==> src/hw/rtl/tccs_pkg.sv <==
// ----------------------------------------------------------------------------
// tccs_pkg: shared definitions for the text console engine
// Field widths, character codes, event and operation codes, and the
// operation record that travels from the front end to the back end.
// ----------------------------------------------------------------------------
package tccs_pkg;

	// Default screen geometry and queue depth.
	localparam int SCREEN_WIDTH_DEF  = 80;
	localparam int SCREEN_HEIGHT_DEF = 25;
	localparam int QUEUE_DEPTH_DEF   = 4;

	// Fixed field widths of the cursor coordinates.
	localparam int COL_W = 7;
	localparam int ROW_W = 5;

	// Character and color constants.
	localparam logic [7:0] CHAR_NEWLINE = 8'h0a;
	localparam logic [7:0] CHAR_BLANK   = 8'h20;
	localparam logic [7:0] RESET_COLOR  = 8'h07;

	// Input modes.
	typedef enum logic [1:0] {
		MODE_PUT   = 2'd0,
		MODE_CLEAR = 2'd1,
		MODE_SET   = 2'd2,
		MODE_READ  = 2'd3
	} mode_t;

	// Event kinds reported on the result channel.
	typedef enum logic [2:0] {
		EV_CHAR   = 3'd0,
		EV_LINE   = 3'd1,
		EV_SCROLL = 3'd2,
		EV_REDRAW = 3'd3,
		EV_DATA   = 3'd4
	} ev_kind_t;

	// Work the back end carries out for one result.
	typedef enum logic [2:0] {
		OP_WRITE  = 3'd0,
		OP_EMIT   = 3'd1,
		OP_READ   = 3'd2,
		OP_SCROLL = 3'd3,
		OP_CLEAR  = 3'd4
	} op_kind_t;

	// One queued operation; it produces exactly one result.
	typedef struct packed {
		op_kind_t         op;
		ev_kind_t         ev;
		logic [COL_W-1:0] col;
		logic [ROW_W-1:0] row;
		logic [7:0]       ch;
		logic             last;
	} op_t;

	// One result item.
	typedef struct packed {
		ev_kind_t         kind;
		logic [COL_W-1:0] col;
		logic [ROW_W-1:0] row;
		logic [15:0]      cell_value;
		logic             last;
	} ev_t;

endpackage

==> src/hw/rtl/tccs_queue.sv <==
// ----------------------------------------------------------------------------
// tccs_queue: operation queue
// A small first-in first-out buffer of operations between the front end
// and the back end, so that either side can stall on its own.
// ----------------------------------------------------------------------------
module tccs_queue #(
	parameter int DEPTH = tccs_pkg::QUEUE_DEPTH_DEF
) (
	input  logic          clk,
	input  logic          arst_n,
	input  logic          in_valid,
	output logic          in_ready,
	input  tccs_pkg::op_t in_op,
	output logic          out_valid,
	input  logic          out_ready,
	output tccs_pkg::op_t out_op
);

	localparam int PTR_W = $clog2(DEPTH);

	tccs_pkg::op_t    buf_q [DEPTH];
	logic [PTR_W:0]   wr_ptr_q;
	logic [PTR_W:0]   rd_ptr_q;
	logic             full;
	logic             empty;

	// Pointers carry one extra wrap bit to tell full from empty.
	assign empty     = (wr_ptr_q == rd_ptr_q);
	assign full      = (wr_ptr_q[PTR_W] != rd_ptr_q[PTR_W]) &&
	                   (wr_ptr_q[PTR_W-1:0] == rd_ptr_q[PTR_W-1:0]);
	assign in_ready  = !full;
	assign out_valid = !empty;
	assign out_op    = buf_q[rd_ptr_q[PTR_W-1:0]];

	// Pointer update.
	always_ff @(posedge clk or negedge arst_n) begin
		if (!arst_n) begin
			wr_ptr_q <= '0;
			rd_ptr_q <= '0;
		end else begin
			if (in_valid && in_ready) begin
				wr_ptr_q <= wr_ptr_q + 1'b1;
			end
			if (out_valid && out_ready) begin
				rd_ptr_q <= rd_ptr_q + 1'b1;
			end
		end
	end

	// Entry storage.
	always_ff @(posedge clk) begin
		if (in_valid && in_ready) begin
			buf_q[wr_ptr_q[PTR_W-1:0]] <= in_op;
		end
	end

endmodule

==> config.mk <==
export PLATFORM = sky130hd
export DESIGN_NAME = tccs_queue
export DESIGN_NICKNAME = d
export VERILOG_FILES = /design/src/hw/rtl/tccs_pkg.sv /design/src/hw/rtl/tccs_queue.sv
export SDC_FILE = /design/constraint.sdc
export NUM_CORES = 1
export LEC_CHECK = 0
export ABC_AREA = 1
export BUFFER_PORTS_ARGS = -buffer_cell sky130_fd_sc_hd__clkbuf_2
export CAP_MARGIN = 40
export CORE_MARGIN = 1.5
export CORE_UTILIZATION = 41
export CTS_BUF_LIST = sky130_fd_sc_hd__clkbuf_4 sky130_fd_sc_hd__clkbuf_8
export CTS_CLUSTER_DIAMETER = 30
export DETAILED_ROUTE_END_ITERATION = 6
export PLACE_DENSITY = 0.67
export SETUP_SLACK_MARGIN = 0.05
export SYNTH_ARGS = -nofsm -noshare
export SYNTH_HDL_FRONTEND = slang
export SYNTH_SLANG_ARGS = --single-unit
==> constraint.sdc <==
create_clock -name clk -period 2.65 [get_ports clk]
set_clock_uncertainty 0.15 [all_clocks]
set_input_delay 0.53 -clock clk [delete_from_list [all_inputs] [get_ports clk]]
set_output_delay 0.53 -clock clk [all_outputs]
set_load 0.03 [all_outputs]
# Word-level counts from Yosys, hierarchy flattened
# Memories as Yosys holds them, arrays and structs flattened.
# Index checks and enable logic that the tools add are counted.
totals:
  input_bits: 31
  ram_bits: 108
  reg_bits: 6
  n_memories: 1
  output_inout_bits: 29
  romBits: 0
  latchBits: 0
mem_list:
  columns: ["memory", "words", "width", "rd", "rd_ports_with_merged_regs", "wr", "line", "text"]
  rows:
  - ["buf_q", 4, 27, 1, 0, 1, "tccs_queue.sv:21", "tccs_pkg::op_t buf_q [DEPTH];"]
classes:
  eq_ne: 3
  div: 0
  bitwise: 0
  mul: 0
  reduce_logical: 5
  muxes: 2
  n_lt_le_gt_ge: 0
  shifts: 0
  add_sub_neg: 2
ops:
  columns: ["operator", "count"]
  rows:
  - ["3-bit by 1-bit adder with 3-bit output, second input constant", 2]
  - ["3-bit equality test", 1]
  - ["1-bit logical AND", 3]
  - ["2-bit equality test", 1]
  - ["1-bit logical NOT", 2]
  - ["1-bit two-way mux", 2]
  - ["1-bit != test", 1]

# Longest topological paths before layout
depth:
  depth_word: 6
  mapped_depth: 8
  mapped_depth_nobuf: 7

# Worst setup path before layout
# No wires, ideal clock.
synth_path:
  path_kind: "register -> register"
  start: "reg rd_ptr_q[0]"
  end: "mem buf_q[3][0] in the netlist's numbering, enable pin"
  stages_incl_launch_ff: 8
  arrival_time_ns: 2.101
  t_required_ns: 2.089
  setup_slack_ns: -0.011
  setup_ns: 0.411
  synth_period_minus_slack_ns: 2.661
  n_path_buf: 1
  cell_sequence: "dfrtp_1 > buf_6 > inv_2 > nand2_1 > nand2_2 > nand3_4 > nand2_4 > nor2_1"
synth_via:
  elab_chain_len: 6
synth_rtl:
  columns: ["item", "line", "text"]
  rows:
  - ["start: declaration", "tccs_queue.sv:23", "logic [PTR_W:0] rd_ptr_q;"]
  - ["start signal: assignment", "tccs_queue.sv:45", "rd_ptr_q <= rd_ptr_q + 1'b1;"]
  - ["2-bit equality test", "tccs_queue.sv:30", "(wr_ptr_q[PTR_W-1:0] == rd_ptr_q[PTR_W-1:0]);"]
  - ["1-bit logical AND", "tccs_queue.sv:29", "assign full = (wr_ptr_q[PTR_W] != rd_ptr_q[PTR_W]) &&"]
  - ["1-bit logical NOT", "tccs_queue.sv:31", "assign in_ready = !full;"]
  - ["named net in_ready", "tccs_queue.sv:12", "output logic in_ready,"]
  - ["1-bit logical AND", "tccs_queue.sv:52", "if (in_valid && in_ready) begin"]
  - ["1-bit two-way mux", "tccs_queue.sv:52", null]
  - ["1-bit two-way mux (not written as such)", "tccs_queue.sv:53", "buf_q[wr_ptr_q[PTR_W-1:0]] <= in_op;"]
  - ["end: declaration", "tccs_queue.sv:21", null]
# The timed path passes the listed nets, and every way through them passes these cells.

==> impl_metrics.sql <==
INSERT INTO impl_metrics (metric_group, metric, value, unit) VALUES
('sta', 'report.final.setup_viol', '0', ''),
('worst_setup_path', 'worst_path_required', '1.97', 'ns'),
('worst_setup_path', 'critPathSlowestCell', 'dfrtp_1', ''),
('placement', 'post-place-ws', '0.499', 'ns'),
('final_layout', 'area.growth.synth_to_final', '22.3', '%'),
('power', 'share_seq_of_total_power', '35.5', '%'),
('clock_tree', 'ctsHtreeMaxLevel', '4', ''),
('power', 'total_leakage_power', '0.00201', 'uW'),
('floorplanning', 'ioPinCount', '60', ''),
('worst_setup_path', 'timing.setup.critical_path_class', 'register to primary output', ''),
('final_layout', 'layout-drive-gt1-share', '27.5', '%'),
('final_layout', 'final_util', '52.2', '%'),
('clock_tree', 'cts_sinks', '114', ''),
('sta', 'timing.max_slew.rel_slack', '73.8', '%'),
('yosys', 'syn_inst', '321', ''),
('global_route', 'gr-usage-all-layers', '17.5', '%'),
('yosys', 'synth.ff_latch_count', '114', ''),
('global_route', 'grt_pass1_wl', '14500', 'um'),
('sta', 'tightest_slew', '0.392', 'ns'),
('drt', 'routedWlPerCell', '16.7', 'um'),
('final_layout', 'layout.nets', '431', ''),
('yosys', 'netlist_area', '4460', 'um2'),
('run', 'cap_viol_max_count', '0', ''),
('global_route', 'grt_start_max_net_pins', '58', ''),
('sta', 'rsz_0062_raised_after_global_routing', 'false', ''),
('yosys', 'synth-seq-area-share', '76.0', '%'),
('drt', 'number_of_vias_after_detailed_routing', '2748', ''),
('yosys', 'syn-mean-instance-area', '13.9', 'um2'),
('worst_setup_path', 'timing.critical_path.to_type', 'primary output', ''),
('worst_setup_path', 'crit_fanout', '16', ''),
('worst_setup_path', 'worstPathCellList', 'inv_4, buf_4, o21ai_1, o22ai_1, buf_2', ''),
('power', 'p_comb_share', '39.1', '%'),
('drt', 'drc', '0', ''),
('global_route', 'antenna_found_initial', '0', ''),
('worst_setup_path', 'critical_path_arrival', '1.78', 'ns'),
('drt', 'drt_first_pass_iters', '5', ''),
('yosys', 'yosysWarnings', '0', ''),
('final_layout', 'regArea', '3390', 'um2'),
('final_layout', 'mostFrequentLayoutCells', 'edfxtp_1, clkbuf_2, nor2_1', ''),
('drt', 'wirelength', '9100', 'um'),
('power', 'net-switching-power', '2750', 'uW'),
('placement', 'finalWeightedCongestion', '0.784', ''),
('clock_tree', 'number_of_buffers_created_by_cts', '17', ''),
('power', 'power_frac_clock', '25.4', '%'),
('floorplanning', 'die_height', '107', 'um'),
('final_layout', 'multiInputGateArea', '940', 'um2'),
('drt', 'vias_per_std_cell', '5.05', ''),
('status', 'outcome', 'finished, final reports clean', ''),
('floorplanning', 'initial_core_util', '42.7', '%'),
('yosys', 'synth_cell_types', '18', ''),
('final_layout', 'n_antenna_cell', '0', ''),
('power', 'switching_power_share_of_the_total', '38.8', '%'),
('global_route', 'global_route.overflow_total', '0', ''),
('drt', 'antenna_violating_nets_left', '0', ''),
('power', 'cellPowerDensity', '1300', 'nW/um2'),
('yosys', 'synth_nets', '357', ''),
('drt', 'drtIter0Drc', '127', ''),
('sta', 'postLayoutSetupSlackWorst', '0.189', 'ns'),
('sta', 'layout_worst_path_cycle_share', '92.9', '%'),
('floorplanning', 'cell_rows', '37', ''),
('global_route', 'vias_in_the_first_global_route', '2759', ''),
('floorplanning', 'die_w', '107', 'um'),
('clock_tree', 'clockBufferDepth', '2', ''),
('clock_tree', 'ctsRootBufferMaster', 'clkbuf_8', ''),
('clock_tree', 'tritoncts', 'built', ''),
('worst_setup_path', 'setup.worst_path.start_class', 'register', ''),
('floorplanning', 'floorplan.core_area', '10500', 'um2'),
('sta', 'fin_crit', '2.46', 'ns'),
('worst_setup_path', 'crit_path_max_incr_delay', '0.42', 'ns'),
('sta', 'final_max_slew_viol_count', '0', ''),
('clock_tree', 'worstSkewPairLatency', '0.42', 'ns'),
('power', 'intPower', '4340', 'uW'),
('sta', 'max_freq', '406', 'MHz'),
('final_layout', 'final.fill_count', '906', ''),
('placement', 'hpwl_after_dpl', '5620', 'um'),
('power', 'worst_ir_drop_vdd', '0.000752', 'V'),
('clock_tree', 'clk_pin_slew_worst_setup_hold_paths', '0.07', 'ns'),
('final_layout', 'layout_commonest_cell', 'edfxtp_1', ''),
('sta', 'fin_worst_hold_slack', '0.174', 'ns'),
('placement', 'io_port_bufs', '59', ''),
('floorplanning', 'die_area', '11500', 'um2'),
('sta', 'hold_viol', '0', ''),
('worst_hold_path', 'min-delay-path-class', 'primary input to register', '');
power by group through the flow:
| stage | sequential [uW] | combinational (uW) | clock, uW |
|---|---|---|---|
| 3_5_place_dp | 2550 | 2810 | 0 |
| 4_1_cts | 2520 | 2820 | 1840 |
| 3_3_place_gp | 2540 | 2760 | 0 |
| 2_1_floorplan | 2530 | 1940 | 0 |
| 5_1_grt | 2560 | 3020 | 1910 |
| 6_report | 2520 | 2770 | 1800 |
layout make-up:
cell class,instances,share of cell area [%]
flip-flops and latches,114,62.2
clock buffers,20,4.70
repair buffers,72,8.61
well taps,136,3.12
multi-input cells,180,17.2
inverters,10,0.779
clock inverters,12,3.44
state kept, by name (all words and copies together), names as in the netlist:
signal    flops
buf_q       108
rd_ptr_q      3
wr_ptr_q      3
worst paths after layout:
| path | from | to | slack [ns] | cells past startpoint |
|---|---|---|---|---|
| worst max register to register | rd_ptr_q[1]$_DFFE_PN0P_ | buf_q[0][24]$_DFFE_PP_ | 0.51 | 7 |
| min in group asynchronous | arst_n | wr_ptr_q[0]$_DFFE_PN0P_ | 0.32 | 2 |
| worst min-delay path | in_op[16] | buf_q[1][16]$_DFFE_PP_ | 0.17 | 1 |
| max in group asynchronous | arst_n | rd_ptr_q[0]$_DFFE_PN0P_ | 1.85 | 2 |
| worst max-delay path | rd_ptr_q[1]$_DFFE_PN0P_ | out_op[17] | 0.19 | 5 |
| worst min register to register | wr_ptr_q[2]$_DFFE_PN0P_ | wr_ptr_q[2]$_DFFE_PN0P_ | 0.42 | 2 |
repair_timing:
action,4_1_cts,5_1_grt
resized for setup,2,2
setup buffers,0,0
setup endpoints to repair,9,2
hold endpoints to repair,6,0
hold buffers,1,0
cell families (layout without fill, tap and decap cells):
| family | Yosys count | count (layout) | synth area share (%) |
|---|---|---|---|
| AND/OR/NAND/NOR | 92 | 92 | 8.74 |
| adder cells (fa/ha/maj) | 5 | 5 | 1.40 |
| AO/OA/AOI/OAI | 81 | 81 | 9.84 |
| XOR/XNOR | 2 | 2 | 0.392 |
| buffers and inverters | 27 | 114 | 3.62 |
| flip-flops | 114 | 114 | 76.0 |
metrics by stage:
| stage | power, uW | cell area, um2 | instances | TNS (ns) |
|---|---|---|---|---|
| after floorplan | 4480 | 4460 | 321 | -1.24 |
| after global placement | 5300 | 5000 | 511 | 0 |
| after detailed placement | 5360 | 5000 | 511 | 0 |
| after CTS | 7180 | 5460 | 544 | 0 |
| after global routing | 7480 | 5460 | 544 | 0 |
| final | 7090 | 5460 | 544 | 0 |
synth_stat cells (all sizes together):
library cell | n | area [um2]
inv | 10 | 37.5
nand3 | 8 | 65.1
dfrtp | 6 | 150
nand2 | 26 | 108
buf | 13 | 109
nor2 | 58 | 218
o22ai | 27 | 169
clkbuf | 4 | 15.0
edfxtp | 108 | 3240
xor2 | 2 | 17.5
o21ai | 54 | 270
ha | 5 | 62.6
worst max-delay path: cells and delay by family (launching register included):
family / cells / cell delay, ns
AOI/OAI and AO/OA: 2 / 0.28
DFF: 1 / 0.42
buffers and inverters: 3 / 0.65
routing by layer:
| metal | GRT usage, % | wire length [um] | vias to the layer above |
|---|---|---|---|
| met5 | 0 | 0 | - |
| met2 | 29.3 | 4550 | 79 |
| met4 | 8.08 | 136 | 0 |
| met1 | 20.4 | 3940 | 1327 |
| met3 | 5.75 | 476 | 12 |
| li1 | - | - | 1330 |
(Power assumes the default switching activity.)
