[src/hw/rtl/tccs_pkg.sv]
// ----------------------------------------------------------------------------
// tccs_pkg: shared definitions for the text console engine
// Field widths, character codes, event and operation codes, and the
// operation record that travels from the front end to the back end.
// ----------------------------------------------------------------------------
package tccs_pkg;

	// Default screen geometry and queue depth.
	localparam int SCREEN_WIDTH_DEF  = 80;
	localparam int SCREEN_HEIGHT_DEF = 25;
	localparam int QUEUE_DEPTH_DEF   = 4;

	// Fixed field widths of the cursor coordinates.
	localparam int COL_W = 7;
	localparam int ROW_W = 5;

	// Character and color constants.
	localparam logic [7:0] CHAR_NEWLINE = 8'h0a;
	localparam logic [7:0] CHAR_BLANK   = 8'h20;
	localparam logic [7:0] RESET_COLOR  = 8'h07;

	// Input modes.
	typedef enum logic [1:0] {
		MODE_PUT   = 2'd0,
		MODE_CLEAR = 2'd1,
		MODE_SET   = 2'd2,
		MODE_READ  = 2'd3
	} mode_t;

	// Event kinds reported on the result channel.
	typedef enum logic [2:0] {
		EV_CHAR   = 3'd0,
		EV_LINE   = 3'd1,
		EV_SCROLL = 3'd2,
		EV_REDRAW = 3'd3,
		EV_DATA   = 3'd4
	} ev_kind_t;

	// Work the back end carries out for one result.
	typedef enum logic [2:0] {
		OP_WRITE  = 3'd0,
		OP_EMIT   = 3'd1,
		OP_READ   = 3'd2,
		OP_SCROLL = 3'd3,
		OP_CLEAR  = 3'd4
	} op_kind_t;

	// One queued operation; it produces exactly one result.
	typedef struct packed {
		op_kind_t         op;
		ev_kind_t         ev;
		logic [COL_W-1:0] col;
		logic [ROW_W-1:0] row;
		logic [7:0]       ch;
		logic             last;
	} op_t;

	// One result item.
	typedef struct packed {
		ev_kind_t         kind;
		logic [COL_W-1:0] col;
		logic [ROW_W-1:0] row;
		logic [15:0]      cell_value;
		logic             last;
	} ev_t;

endpackage

[src/hw/rtl/tccs_front.sv]
// ----------------------------------------------------------------------------
// tccs_front: command front end
// Accepts input items, keeps the cursor, and breaks each item into one to
// three operations, handed to the queue one per cycle while it has room.
// ----------------------------------------------------------------------------
module tccs_front #(
	parameter int SCREEN_WIDTH  = tccs_pkg::SCREEN_WIDTH_DEF,
	parameter int SCREEN_HEIGHT = tccs_pkg::SCREEN_HEIGHT_DEF
) (
	input  logic              clk,
	input  logic              arst_n,
	input  logic              in_valid,
	output logic              in_ready,
	input  logic [1:0]        mode,
	input  logic [7:0]        char_code,
	input  logic [7:0]        target_col,
	input  logic [7:0]        target_row,
	input  logic              init_done,
	output logic              q_valid,
	input  logic              q_ready,
	output tccs_pkg::op_t     q_op
);

	localparam logic [tccs_pkg::COL_W-1:0] COL_MAX = tccs_pkg::COL_W'(SCREEN_WIDTH - 1);
	localparam logic [tccs_pkg::ROW_W-1:0] ROW_MAX = tccs_pkg::ROW_W'(SCREEN_HEIGHT - 1);

	logic [tccs_pkg::COL_W-1:0] cur_col_q;
	logic [tccs_pkg::ROW_W-1:0] cur_row_q;
	tccs_pkg::op_t              pend_q [3];
	logic [1:0]                 pend_cnt_q;

	tccs_pkg::op_t              ops [3];
	logic [1:0]                 n_ops;
	logic [tccs_pkg::COL_W-1:0] new_col;
	logic [tccs_pkg::ROW_W-1:0] new_row;
	logic [tccs_pkg::COL_W-1:0] col_clamp;
	logic [tccs_pkg::ROW_W-1:0] row_clamp;
	logic                       at_right;
	logic                       at_bottom;
	logic                       accept;

	function automatic tccs_pkg::op_t mk_op(
		input tccs_pkg::op_kind_t         op,
		input tccs_pkg::ev_kind_t         ev,
		input logic [tccs_pkg::COL_W-1:0] col,
		input logic [tccs_pkg::ROW_W-1:0] row,
		input logic [7:0]                 ch,
		input logic                       last
	);
		tccs_pkg::op_t r;
		r.op   = op;
		r.ev   = ev;
		r.col  = col;
		r.row  = row;
		r.ch   = ch;
		r.last = last;
		return r;
	endfunction

	// A new item is taken only once every operation of the previous one is queued.
	assign in_ready = (pend_cnt_q == 2'd0) && init_done;
	assign accept   = in_valid && in_ready;
	assign q_valid  = (pend_cnt_q != 2'd0);
	assign q_op     = pend_q[0];

	// Clamp targets and detect the right edge and the bottom row.
	always_comb begin
		col_clamp = (target_col >= 8'(SCREEN_WIDTH)) ? COL_MAX : target_col[tccs_pkg::COL_W-1:0];
		row_clamp = (target_row >= 8'(SCREEN_HEIGHT)) ? ROW_MAX : target_row[tccs_pkg::ROW_W-1:0];
		at_right  = (cur_col_q == COL_MAX);
		at_bottom = (cur_row_q == ROW_MAX);
	end

	// Classify the item into its list of operations and the next cursor.
	always_comb begin
		new_col = cur_col_q;
		new_row = cur_row_q;
		n_ops   = 2'd1;
		ops[0]  = '0;
		ops[1]  = '0;
		ops[2]  = '0;
		case (tccs_pkg::mode_t'(mode))
			tccs_pkg::MODE_PUT: begin
				if (char_code == tccs_pkg::CHAR_NEWLINE) begin
					ops[0] = mk_op(tccs_pkg::OP_EMIT, tccs_pkg::EV_LINE, '0, cur_row_q, 8'h00,
						!at_bottom);
					ops[1] = mk_op(tccs_pkg::OP_SCROLL, tccs_pkg::EV_SCROLL, '0, ROW_MAX, 8'h00,
						1'b1);
					n_ops   = at_bottom ? 2'd2 : 2'd1;
					new_col = '0;
					new_row = at_bottom ? cur_row_q : cur_row_q + 1'b1;
				end else begin
					ops[0] = mk_op(tccs_pkg::OP_WRITE, tccs_pkg::EV_CHAR, cur_col_q, cur_row_q,
						char_code, !at_right);
					ops[1] = mk_op(tccs_pkg::OP_EMIT, tccs_pkg::EV_LINE, '0, cur_row_q, 8'h00,
						!at_bottom);
					ops[2] = mk_op(tccs_pkg::OP_SCROLL, tccs_pkg::EV_SCROLL, '0, ROW_MAX, 8'h00,
						1'b1);
					if (at_right) begin
						n_ops   = at_bottom ? 2'd3 : 2'd2;
						new_col = '0;
						new_row = at_bottom ? cur_row_q : cur_row_q + 1'b1;
					end else begin
						new_col = cur_col_q + 1'b1;
					end
				end
			end
			tccs_pkg::MODE_CLEAR: begin
				ops[0] = mk_op(tccs_pkg::OP_CLEAR, tccs_pkg::EV_REDRAW, cur_col_q, cur_row_q,
					8'h00, 1'b1);
			end
			tccs_pkg::MODE_SET: begin
				ops[0] = mk_op(tccs_pkg::OP_EMIT, tccs_pkg::EV_DATA, col_clamp, row_clamp,
					8'h00, 1'b1);
				new_col = col_clamp;
				new_row = row_clamp;
			end
			default: begin
				ops[0] = mk_op(tccs_pkg::OP_READ, tccs_pkg::EV_DATA, col_clamp, row_clamp,
					8'h00, 1'b1);
			end
		endcase
	end

	// Cursor and pending operation buffer; the buffer shifts as the queue takes entries.
	always_ff @(posedge clk or negedge arst_n) begin
		if (!arst_n) begin
			cur_col_q  <= '0;
			cur_row_q  <= '0;
			pend_cnt_q <= 2'd0;
		end else if (accept) begin
			cur_col_q  <= new_col;
			cur_row_q  <= new_row;
			pend_cnt_q <= n_ops;
			pend_q[0]  <= ops[0];
			pend_q[1]  <= ops[1];
			pend_q[2]  <= ops[2];
		end else if (q_valid && q_ready) begin
			pend_cnt_q <= pend_cnt_q - 1'b1;
			pend_q[0]  <= pend_q[1];
			pend_q[1]  <= pend_q[2];
		end
	end

endmodule

[config.mk]
export PLATFORM = sky130hd
export DESIGN_NAME = tccs_front
export DESIGN_NICKNAME = d
export VERILOG_FILES = /design/src/hw/rtl/tccs_pkg.sv /design/src/hw/rtl/tccs_front.sv
export SDC_FILE = /design/constraint.sdc
export NUM_CORES = 1
export LEC_CHECK = 0
export BUFFER_PORTS_ARGS = -buffer_cell sky130_fd_sc_hd__buf_2
export CORE_ASPECT_RATIO = 2
export CORE_MARGIN = 5
export CORE_UTILIZATION = 40
export CTS_CLUSTER_DIAMETER = 30
export DETAILED_ROUTE_END_ITERATION = 6
export PLACE_DENSITY = 0.68
export SLEW_MARGIN = 20
export SYNTH_ARGS = -nofsm -noshare
export SYNTH_HDL_FRONTEND = slang
export SYNTH_SLANG_ARGS = --single-unit
[constraint.sdc]
create_clock -name clk -period 9.2 [get_ports clk]
set_input_delay 0.92 -clock clk [delete_from_list [all_inputs] [get_ports clk]]
set_output_delay 0.92 -clock clk [all_outputs]
set_load 0.05 [all_outputs]
======== Word level (Yosys, flattened, before mapping) ========
Memory sizes are Yosys's and may differ from the RTL's.
Index checks and enable logic that the tools add are counted.
storage, ports and cells
  flip-flop bits (word level) ............. 14
  bits in writable memories ............... 81
  logic and storage cells ................. 58
  memories ................................ 1
operators by class
  add/sub/neg operators ................... 3
  $lt $le $gt $ge ......................... 2
  equal/unequal tests ..................... 6
  muxes and demuxes ....................... 27
  bitwise logic cells ..................... 2
  reductions and logical operators ........ 14
memories
  name    words  width  rd ports  clocked after Yosys merged registers in  wr ports  line              source
  pend_q  3      27     3         0                                        3         tccs_front.sv:29  tccs_pkg::op_t pend_q [3];
operators with widths
  cell                                                                    count
  27-bit case mux with 3 select lines                                     1
  27-bit 2-to-1 mux                                                       2
  54-bit 2-to-1 mux                                                       1
  52-bit 2-to-1 mux                                                       1
  26-bit 2-to-1 mux                                                       1
  7-bit 2-to-1 mux                                                        3
  5-bit 2-to-1 mux                                                        4
  7-bit case mux with 2 select lines                                      1
  2-bit 2-to-1 mux                                                        6
  5-bit case mux with 2 select lines                                      1
  8-bit by 4-bit == test with 1-bit output (second input constant)        1
  8-bit by 5-bit >= comparator with 1-bit output (second input constant)  1
  8-bit by 7-bit >= comparator with 1-bit output (second input constant)  1
  7-bit by 1-bit adder with 7-bit output (second input constant)          1
  7-bit == test (second input constant)                                   1
  1-bit 2-to-1 mux                                                        6
  2-bit nonzero test                                                      3
  5-bit by 1-bit adder with 5-bit output (second input constant)          1
  5-bit == test (second input constant)                                   1
  1-bit logical AND                                                       5
  2-bit zero test                                                         2
  3-bit inequality test (second input constant)                           1
  3-bit AND reduction                                                     1
  2-bit by 1-bit == test with 1-bit output (second input constant)        1
  5 further kinds                                                         7

======== Depth between registers and ports, before layout ========
Gate-level depths: netlist of the first run.
  depth in word-level cells ............... 7
  depth in mapped cells ................... 7
  depth with buffers taken out ............ 6

======== Worst setup path before layout of the first run ========
OpenSTA, ideal clock, no wires.
  path kind ............................... input to register
  start point ............................. input port init_done
  end point ............................... memory pend_q[0][0] (netlist bit), enable pin
  setup time .............................. 0.485 ns
  arrival time ............................ 3.758 ns
  data required time ...................... 8.715 ns
  path slack .............................. 4.958 ns
  stages on the path ...................... 2
  buffers on the path ..................... 0
  cells stage by stage .................... nand3_1 a21boi_0
RTL lines
  what         line              source
  from (decl)  tccs_front.sv:18  input logic init_done,
  to (decl)    tccs_front.sv:29

======== Worst setup path in the final report of the first run ========
  start point ............................. input port mode[0]
  end point ............................... register cur_row_q[1] (netlist bit)
between the ends
  word-level cells in the longest chain between the ends .. 3
ends and longest elaborated chain
  what                                                                                 line               source
  from (decl)                                                                          tccs_front.sv:14   input logic [1:0] mode,
  2-bit zero test / 2-bit == test (equally long branches)                              tccs_front.sv:82   case (tccs_pkg::mode_t'(mode))
  3-bit inequality test (no source line) / 2-bit nonzero test (equally long branches)  -
  3-bit AND reduction (no source line)                                                 -
  to (signal assigned)                                                                 tccs_front.sv:133  cur_row_q <= new_row;
  to (decl)                                                                            tccs_front.sv:28   logic [tccs_pkg::ROW_W-1:0] cur_row_q;
Parallel ways exist; a longest one is shown, timed or not.
A chain may end at the register's enable or synchronous reset.

==> results of run 1 <==
final cells by class:
class / instances / area share
clock buffer: 6 / 0.0395
clock inverter: 2 / 0.00384
inverter: 22 / 0.0253
multi-input combinational: 168 / 0.349
sequential: 51 / 0.448
tap: 92 / 0.0353
timing repair buffer: 60 / 0.0990
cell usage after synthesis, drive strengths merged, types with 2 or more instances:
master,instances
nand3,10
xnor2,2
or3,3
nand2,15
nor4,3
a211oi,2
a32oi,3
a222oi,3
and3,5
mux2i,2
o22ai,8
ha,8
dfrtp,14
a32o,2
and2,8
a22o,3
mux2,3
o2bb2ai,4
buf,29
edfxtp,37
nor3,4
a31oi,8
o21ai,14
a21oi,9
a2111oi,2
o21a,2
nor3b,2
nand3b,2
clkbuf,8
nand2b,2
or2,4
nor2,21
inv,22
cell families after synthesis:
group                    after synthesis  share of synthesized area
XOR/XNOR                               2                    0.00599
multiplexers                           5                     0.0197
buffers and inverters                 59                      0.116
adder cells (fa/ha/maj)                8                     0.0342
flip-flops                            51                      0.500
AND/OR/NAND/NOR                       83                      0.153
AO/OA/AOI/OAI                         70                      0.172
layer usage:
layer  global-route usage  up-vias  wire length, µm
met4               0.0903        0              254
met1                0.137     1086             2240
li1                     -     1061                -
met2                0.302       74             4160
met5                    0        -                0
met3               0.0283       19              302
path summary, 6_finish.rpt:
check,startpoint,to,cells after the start
min in group asynchronous,arst_n,pend_cnt_q[1]$_DFFE_PN0P_,1
setup reg to reg,cur_col_q[0]$_DFFE_PN0P_,cur_row_q[1]$_DFFE_PN0P_,5
hold / removal,pend_q[0][49]$_DFFE_PP_,pend_q[0][25]$_DFFE_PP_,2
hold reg to reg,pend_q[0][49]$_DFFE_PP_,pend_q[0][25]$_DFFE_PP_,2
setup / recovery,mode[0],cur_row_q[1]$_DFFE_PN0P_,7
max in group asynchronous,arst_n,cur_row_q[0]$_DFFE_PN0P_,1
where the power goes:
part           leakage [nW]  internal [W]  switching [W]
clock                0.0669      0.000100      0.0000801
sequential            0.510      0.000314      0.0000544
combinational         0.775      0.000102       0.000194
total                  1.35      0.000517       0.000329
metrics by stage:
step / hold WS (ns) / instance area (µm²) / power, W / worst slack, ns / util
floorplan: 0.501 / 2920 / 0.000603 / 4.96 / -
global placement: 0.524 / 3090 / 0.000662 / 6.44 / 0.429
detailed placement: 0.532 / 3090 / 0.000665 / 6.32 / 0.429
CTS: 0.550 / 3230 / 0.000845 / 6.61 / 0.448
global route: 0.579 / 3260 / 0.000891 / 6.42 / 0.452
finish: 0.541 / 3260 / 0.000846 / 6.58 / 0.452
flip-flops by register name, indices dropped and copies added (netlist names):
| register | flops |
|---|---|
| pend_q | 37 |
| cur_col_q | 7 |
| cur_row_q | 5 |
| pend_cnt_q | 2 |
tightest hold or removal path, stage by stage (launching register included):
cell      delay [ns]
edfxtp_1        0.32
nand2_1         0.06
nand2_1         0.05
==> results.yml, run 1 <==
sta:
  min_period_ns: 2.62
  rsz0062_at_grt: "no"
  fin_setup_tns_ns: 0
  post-route-period-util: 0.284
  max_freq_mhz: 382
  timing.slew.headroom: 0.490
  setup-violations-final: 0
  drv_slew: 0
  hold_violations: 0
  tightestPinTransition_ns: 0.765
  skew_ns: 0.00592
clock_tree:
  postCtsSetupBuffers: 0
  clkLatencyLatePin_ns: 0.29
  cts_sinks: 51
  clk_pin_slew_worst_paths_ns: 0.06
  cts-root-buf: "clkbuf_16"
  clock_tree.htree_level_count: 2
  postCtsHoldBufs: 0
  cts_tree: "built"
  clk_path_buf_depth: 2
  cts_made_buffers: 5
  cts_resized: 0
drt:
  wire_per_inst_um: 17.4
  vias: 2240
  vias_per_cell: 5.59
  first_iter_violations: 143
  drtPass1Iterations: 7
  ant_nets: 0
  drc: 0
  wirelength_mm: 6.96
layout:
  area_delta_synth_final_pct: 11.5
  fillers: 693
  diodes: 0
  layout.nets: 347
  fin_cells: 401
  register_area_um2: 1460
  final_cell_mix: "59 x buf_2, 37 x edfxtp_1, 22 x inv_1"
  layout-drive-gt1-share: 0.272
  multi_input_area_um2: 1140
  final_common_cell: "buf_2"
die:
  core-area_um2: 7210
  die_w_um: 70.5
  rows: 44
  io-pin-count: 60
  initial_utilization: 0.405
  die_h_um: 131
  die-area_um2: 9220
setup_path:
  cp.arrival_ns: 2.85
  crit_path_max_fanout: 24
  critPathCaptureType: "flop"
  r2r_slack_ns: 7.00
  path_buf_inv: 3
  critical_path_class: "in -> reg"
  path_common_cell: "inv_1"
  crit_path_max_incr_delay_ns: 0.67
  cp-start-kind: "input pin"
  crit_slowest_cell: "ha_1"
  cp.required_ns: 9.43
  cp_top_family: "adder cells"
  cp_cell_sequence: "buf_2 > inv_1 > ha_1 > inv_1 > a211oi_1 > a22o_1 > mux2_4"
place:
  gp_congestion: 0.882
  dp.cells: 392
  dp_hpwl_mm: 5.36
  io_buffers: 59
power:
  p_leak_nw: 1.35
  ir_worst_vdd_mv: 0.0870
  power_density_nw_per_um2: 260
synthesis:
  yosysSeqAreaShare: 0.500
  yosysWarnings: 0
  synthArstFlopShare: 0.275
  synth_area_um2: 2920
  syn_nets: 317
  yosysTopAreaCellShare: 0.380
  synth.avg_cell_area_um2: 10.5
  ys_ff_latch: 51
  ys.flop_type: "edfxtp_1"
  synth_edf_count: 37
  synth_top_area_cell: "edfxtp_1"
  synth_cell_types: 56
  syn-instance-count: 278
  ys_top_cells_by_area: "edfxtp_1 38%, dfrtp_1 12%, buf_4 6.9%"
global_routing:
  grt_start_max_net_pins: 37
  grt_pass1_wl_mm: 10.6
  overflow: 0
  grt_pass1_vias: 2152
  antenna_found_initial: 0
  grt_usage: 0.151
hold_path:
  min_path_type: "reg -> reg"
flow_run:
  maxCapViolations: 0
run_status:
  status: "finished clean"
No activity file was read; power rests on OpenSTA's default activity.
==> run 2, diff against run 1 <==
--- a/config.mk
+++ b/config.mk
@@ -11,7 +11,7 @@
 export CORE_UTILIZATION = 40
 export CTS_CLUSTER_DIAMETER = 30
 export DETAILED_ROUTE_END_ITERATION = 6
-export PLACE_DENSITY = 0.68
+export PLACE_DENSITY = 0.71
 export SLEW_MARGIN = 20
 export SYNTH_ARGS = -nofsm -noshare
 export SYNTH_HDL_FRONTEND = slang
==> constraint.sdc (replaced) <==
create_clock -name clk -period 2.2 [get_ports clk]
set_input_delay 0.22 -clock clk [delete_from_list [all_inputs] [get_ports clk]]
set_output_delay 0.22 -clock clk [all_outputs]
set_load 0.05 [all_outputs]
==> results.yml, run 2 (synthesis gave the netlist of run 1 again) <==
drt:
  first_iter_violations: 157
  vias_per_cell: 5.41
  wire_per_inst_um: 16.6
  drc: 0
  wirelength_mm: 6.89
  ant_nets: 0
  drtPass1Iterations: 4
  vias: 2241
hold_path:
  min_delay_worst_endpoint: "pend_q[0][1]$_SDFFCE_PP0P_"
  hp-start: "char_code[0]"
  min_path_type: "in -> reg"
  whs_path_depth: 2
setup_path:
  r2r_slack_ns: 0.18
  ff2ff_path_depth: 5
  cp.arrival_ns: 2.19
  timing.rr.end: "cur_row_q[1]$_DFFE_PN0P_"
  cp-start-kind: "flop"
  crit_path_max_fanout: 6
  critical_path_class: "reg -> reg"
  critPathCaptureType: "flop"
  r2r_start: "cur_col_q[0]$_DFFE_PN0P_"
  startpoint: "cur_col_q[0]$_DFFE_PN0P_"
  cp.required_ns: 2.38
die:
  rows: 44
  die_w_um: 70.5
  core-area_um2: 7210
  die-area_um2: 9220
  io-pin-count: 60
  die_h_um: 131
  initial_utilization: 0.405
place:
  gp_congestion: 0.902
  io_buffers: 59
  dp_hpwl_mm: 5.45
layout:
  diodes: 0
  layout.nets: 360
  largest_register_ffs: 37
  regMostFlops: "pend_q"
  final_cell_mix: "59 x buf_2, 37 x edfxtp_1, 22 x inv_1"
  multi_input_area_um2: 1140
  post-route-util: 0.471
  fillers: 696
  reg.largest.list: "pend_q (37), cur_col_q (7), cur_row_q (5)"
  register_area_um2: 1460
  layout-drive-gt1-share: 0.298
  final_common_cell: "buf_2"
  area_delta_synth_final_pct: 16.3
clock_tree:
  postCtsSetupBuffers: 0
  clk_path_buf_depth: 2
  cts_tree: "built"
  cts_sinks: 51
  cts-root-buf: "clkbuf_16"
  clock_tree.htree_level_count: 2
  clk_pin_slew_worst_paths_ns: 0.07
  cts_made_buffers: 5
  clkLatencyLatePin_ns: 0.29
sta:
  tightestPinTransition_ns: 0.606
  min_period_ns: 2.02
  setup-violations-final: 0
  post-route-period-util: 0.916
  drv_slew: 0
  fin_setup_tns_ns: 0
  skew_ns: 0.00578
  timing.slew.headroom: 0.593
  max_freq_mhz: 496
  hold_violations: 0
  rsz0062_at_grt: "no"
power:
  comb_power_share: 0.334
  power_frac_seq: 0.405
  pwr-share-clk: 0.261
  p_sw_frac: 0.361
  p_int_w: 0.00241
  p_switching_w: 0.00136
  p_leak_nw: 1.44
  ir_worst_vdd_mv: 0.538
  total_power_w: 0.00377
  power_density_nw_per_um2: 1110
flow_run:
  maxCapViolations: 0
global_routing:
  overflow: 0
  grt_start_max_net_pins: 37
  grt_pass1_wl_mm: 11.0
  antenna_found_initial: 0
  grt_pass1_vias: 2297
  grt_usage: 0.155
run_status:
  status: "finished clean"
## run 2: changes by cell type in the layout (fill, tap and decap cells not counted)
cell | previous run | this run
buf_16 | 1 | 0
clkinv_2 | 1 | 0
buf_4 | 0 | 12
buf_12 | 0 | 1
clkinvlp_4 | 1 | 0
bufinv_16 | 0 | 2
dlygate4sd3_1 | 0 | 1
## run 2: how the worst max path moves through the flow
stage | slack, ns | endpoint | cells past startpoint
5_1_grt | 0.10 | pend_q[0][10]$_DFFE_PP_ | 6
3_3_place_gp | 0.28 | cur_row_q[1]$_DFFE_PN0P_ | 5
3_5_place_dp | 0.22 | cur_row_q[1]$_DFFE_PN0P_ | 5
4_1_cts | 0.19 | cur_row_q[1]$_DFFE_PN0P_ | 5
2_1_floorplan | 0.25 | pend_q[0][0]$_DFFE_PP_ | 4
6_report | 0.18 | cur_row_q[1]$_DFFE_PN0P_ | 5
## run 2: area by class of cell
cell class	count	share of cell area
Multi-Input combinational cell	168	0.334
Sequential cell	51	0.430
Clock buffer	6	0.0379
Timing Repair Buffer	73	0.122
Inverter	22	0.0243
Tap cell	92	0.0339
Clock inverter	2	0.0177
## run 2: metrics by stage
stage | hold slack [ns] | setup slack (ns) | std cells | cell area (µm²)
global placement | 0.212 | 0.279 | 405 | 3200
global route | 0.232 | 0.102 | 414 | 3400
finish | 0.214 | 0.184 | 414 | 3400
CTS | 0.213 | 0.193 | 414 | 3400
detailed placement | 0.218 | 0.222 | 405 | 3200
floorplan | -0.0756 | 0.253 | 278 | 2940
## run 2: layer usage
metal	share of wire	routed length (µm)	vias up	track usage
met5	0	0	-	0
met2	0.58	4000	67	0.304
met3	0.042	286	24	0.0260
li1	-	-	1087	-
met1	0.33	2250	1063	0.140
met4	0.052	357	0	0.108
## run 2: critical path, stage by stage (launching register included)
cell     delay [ns]
dfrtp_1        0.42
ha_1           0.25
nand3_2        0.09
or3_1          0.43
a211o_4        0.40
mux2_4         0.31
## run 2: timing repair
item,in CTS,in global routing
gates resized for setup,0,0
hold endpoints to repair,14,0
hold buffers,1,0
## run 2: power by group through the flow
| stage | Combinational, W | Sequential, W | Clock (W) |
|---|---|---|---|
| after CTS | 0.00127 | 0.00152 | 0.000995 |
| after global routing | 0.00137 | 0.00156 | 0.00104 |
| after detailed placement | 0.00127 | 0.00154 | 0 |
| after floorplan | 0.00104 | 0.00147 | 0 |
| after global placement | 0.00125 | 0.00152 | 0 |
| final | 0.00126 | 0.00153 | 0.000983 |
